$ cat src/ssfr_div_pipe.sv
// Pipelined restoring divider, one quotient bit per register stage.
// Carries a side payload and a valid bit alongside; no package dependencies.
module ssfr_div_pipe #(
  parameter int N = 8,
  parameter int D = 8,
  parameter int P = 1
) (
  input  logic         clk,
  input  logic         rst,
  input  logic         en,
  input  logic         in_valid,
  input  logic [N-1:0] dividend,
  input  logic [D-1:0] divisor,
  input  logic [P-1:0] payload,
  output logic         out_valid,
  output logic [N-1:0] quotient,
  output logic [D-1:0] remainder,
  output logic [P-1:0] out_payload
);

  logic [N-1:0] dq [0:N];
  logic [D-1:0] rm [0:N];
  logic [D-1:0] dv [0:N];
  logic [P-1:0] pl [0:N];
  logic         vl [0:N];

  assign dq[0] = dividend;
  assign rm[0] = '0;
  assign dv[0] = divisor;
  assign pl[0] = payload;
  assign vl[0] = in_valid;

  for (genvar s = 0; s < N; s++) begin : g_stage
    logic [D:0] trial;
    logic [D:0] diff;
    logic       ge;
    assign trial = {rm[s], dq[s][N-1]};
    assign diff  = trial - {1'b0, dv[s]};
    assign ge    = trial >= {1'b0, dv[s]};

    always_ff @(posedge clk) begin
      if (rst) begin
        vl[s+1] <= 1'b0;
      end else if (en) begin
        vl[s+1] <= vl[s];
      end
    end

    always_ff @(posedge clk) begin
      if (en) begin
        rm[s+1] <= ge ? diff[D-1:0] : trial[D-1:0];
        dq[s+1] <= {dq[s][N-2:0], ge};
        dv[s+1] <= dv[s];
        pl[s+1] <= pl[s];
      end
    end
  end

  assign out_valid   = vl[N];
  assign quotient    = dq[N];
  assign remainder   = rm[N];
  assign out_payload = pl[N];

endmodule

$ cat config.mk
export PLATFORM = sky130hd
export DESIGN_NAME = ssfr_div_pipe
export DESIGN_NICKNAME = d
export VERILOG_FILES = /design/src/ssfr_div_pipe.sv
export SDC_FILE = /design/constraint.sdc
export NUM_CORES = 1
export LEC_CHECK = 0
export ABC_CLOCK_PERIOD_IN_PS = 5450
export BUFFER_PORTS_ARGS = -buffer_cell sky130_fd_sc_hd__buf_2
export CAP_MARGIN = 20
export CORE_MARGIN = 5
export CORE_UTILIZATION = 63
export DETAILED_ROUTE_END_ITERATION = 10
export GPL_TIMING_DRIVEN = 1
export HOLD_SLACK_MARGIN = 0.06
export MAX_ROUTING_LAYER = met4
export PLACE_DENSITY = 0.81
export RECOVER_POWER = 50
export SLEW_MARGIN = 20
export SYNTH_ARGS = -nofsm -noshare
export SYNTH_HDL_FRONTEND = slang
export SYNTH_SLANG_ARGS = --single-unit
$ cat constraint.sdc
create_clock -name clk -period 5.45 [get_ports clk]
set_input_delay 0.2725 -clock clk [delete_from_list [all_inputs] [get_ports clk]]
set_output_delay 0.2725 -clock clk [all_outputs]
set_load 0.05 [all_outputs]
==> results by group <==
Timing
  • Total negative slack: 0 ps
  • Worst-margin pin slew: just under 3000 ps
  • Final Skew: ~9.6 ps
  • Fmax: about 270 MHz
  • Crit path time final: between 3000 and 4000 ps
  • Final hold viol count: 0
  • Slew Viols, Final: ~60
  • Period utilization: 0.682
  • Max_slew headroom: -0.930
  • # setup viols final: 0
  • RSZ-0062 raised after global routing: false

Route
  • Routed WL per cell: between 15 and 20 µm
  • DR pass1 iterations: 5
  • Residual DRC: 0
  • Vias per cell: a little under 6
  • Wl on met1: 6.01 mm
  • Top routing layer in use: met4
  • Iteration-0 DRC Markers: 283
  • Routed length on met3: ~560 µm
  • Routed vias: 5704
  • Post-DRT Antenna Nets: 0
  • Wirelength, routed: roughly 16 mm
  • Met2 wire length: a little over 9 mm

Placed design
  • Placer Congestion: about 0.95
  • Area after DPL: a little under 0.01 mm²
  • Detailed placement HPWL: 11.5 mm
  • Port-buffer cells: 38

Pwr
  • Power Dens Cells: 450 mW/mm²
  • Leak Pwr: roughly 0.004 µW
  • Worst vdd ir: around 0.28 mV

Synth
  • EDFF count, synth: 192
  • Yosys top cell area share: 0.607
  • FFs w/ async S/R, synth: 0
  • Synthesized cell area: 0.00950 mm²
  • Warnings from Yosys: 0
  • Area leader, netlist: edfxtp_1
  • Mean post-synth cell area: between 10 and 15 µm²
  • Synth Instances: 715
  • Dominant cells by area after synthesis: edfxtp_1 61%, ha_1 7.6%, inv_1 3.2%
  • Net count after synthesis: between 800 and 900
  • Seq/Total Area, Yosys: 0.624
  • Synth cell types: 56
  • Dominant synthesized flop cell: edfxtp_1
  • Seq cells post-synth: 200

Global routing
  • Global route overflow: 0
  • Number of global-route vias before repair: ~5700
  • Pin count of the biggest net entering global routing: 85
  • Global-route wire length before repair: 26.6 mm
  • Initial antenna violation count: 0
  • Total track usage: 0.195

Clocking
  • Clock buffer depth: 2
  • CTS tree: yes
  • Num CTS Buffers: 17
  • Clock Latency Late Sink: around 430 ps
  • Clock Pin Slew Worst Setup and Hold Paths: 70 ps
  • Clk sinks: 200
  • Root Buffer: clkbuf_16
  • H-Tree Depth: 4

Hold path
  • Hold crit path type: input pin to flip-flop
  • Hold Path Cell Cnt: 3

Setup path
  • Reg2Reg Depth: 6
  • CP arrival: roughly 4000 ps
  • CP max stage cell: clkbuf_1
  • CP Launch Type: input pin
  • Critical Path, Cell by Cell: clkbuf_1 > clkbuf_2 > mux2i_1 > nor2_1
  • Max FO, Critical Path: 60
  • Critical path required time: 5760 ps
  • WS Path Type: input pin to flip-flop
  • CP peak stage delay: about 2000 ps
  • CP Capture Type: flip-flop

Cells and area
  • N_diodes: 0
  • Fin area: around 0.011 mm²
  • Layout cell share with drive strength beyond 1: 0.105
  • Fill cell count: roughly 900
  • Nets: 860
  • Area delta synth->final: 10.9%
  • Most frequent cells in the layout: 192 x edfxtp_1, 80 x inv_1, 58 x ha_1
  • Commonest non-fill, non-tap cell in the layout: edfxtp_1

Flow run
  • Max-cap violations: 1

Die
  • Die W: 133 µm
  • Initial Util: 0.648
  • Die ar.: ~0.018 mm²
  • Total core area: roughly 0.015 mm²
  • Ports: 39
  • Chip Height: around 130 µm
  • Rows: 44

Run status
  • Failing checks: max-capacitance violations, max-slew violations
  • Status: complete, but fails checks
-- worst paths after layout --
check / start / endpoint / slack (ps)
hold / removal: in_valid / vl[7] / 80
setup reg to reg: g_stage[6].trial[6] / g_stage[7].trial[8] / 2760
setup / recovery: en / out_valid / 1730
hold reg to reg: dq[38] / dq[31] / 410
-- per-stage QoR --
step | instances | utilization | setup slack [ps] | hold slack (ps) | power (µW)
finish | 971 | 0.719 | 1730 | 81.9 | 4740
global route | 971 | 0.719 | 1350 | 117 | 4990
CTS | 971 | 0.722 | 2850 | 70.6 | 4760
detailed placement | 923 | 0.672 | 2840 | 405 | 3560
global placement | 923 | 0.672 | 3010 | 400 | 3460
floorplan | 715 | - | 3290 | 371 | 3230
-- critical path, delay by kind of cell --
| family | cells | cell delay (ps) |
|---|---|---|
| multiplexers | 1 | 310 |
| AND/OR/NAND/NOR | 1 | 80 |
| buffers and inverters | 2 | 3360 |
-- power breakdown --
group | internal, µW | total, µW | switching [µW] | leakage [µW]
clock network | 647 | 1190 | 544 | 0.000286
logic | 565 | 1420 | 859 | 0.00190
registers | 2020 | 2130 | 110 | 0.00194
-- registers in the layout, indices dropped and copies added (netlist names) --
register	cells
vl	7
quotient	8
g_stage.trial	56
dq	56
out_valid	1
dv	56
out_payload	1
pl	7
remainder	8
-- logic make-up after synthesis --
logic type,share of synthesized area
flops,0.624
compound gates,0.113
simple gates,0.0776
buf+inv,0.0418
fa+ha+maj,0.0912
mux,0.0336
xor+xnor,0.0184
-- per-layer routing --
layer,track usage,vias to the layer above
li1,-,2750
met1,0.196,2754
met2,0.368,153
met3,0.0376,47
met4,0.0843,0
met5,-,-
-- cells in the mapped netlist (all sizes together) (2+ instances only) --
master,count
nor2b,9
nand2,42
a21o,10
and4,3
o31ai,10
a31o,3
and2,9
ha,58
fa,7
or4,4
edfxtp,192
o211ai,2
o31a,6
a31oi,3
o22a,3
or2,4
a221oi,4
xnor2,9
inv,80
a21boi,7
a211oi,5
nand3,8
o21a,12
mux2i,15
nor2,27
mux2,15
dfxtp,8
buf,14
xor2,11
nor3,10
nand2b,10
clkbuf,2
nand4,2
nor4,3
o21ai,51
nand3b,4
and3,3
a21oi,42
-- repair_timing --
item | 4_1_cts | 5_1_grt
gates resized for setup | 0 | 0
endpoints found under the hold margin | 16 | 0
hold buffers | 16 | 0
setup buffers | 0 | 0
endpoints found under the setup margin | 0 | 0
-- layout make-up --
class,count,area (µm²),share of cell area
Multi-Input combinational cell,419,3170,0.301
Inverter,80,300,0.0285
Clock buffer,22,485,0.0461
Sequential cell,200,5930,0.563
Timing Repair Buffer,56,335,0.0318
Tap cell,184,230,0.0219
Clock inverter,10,81.3,0.00772
No activity file was read; power rests on OpenSTA's default activity.
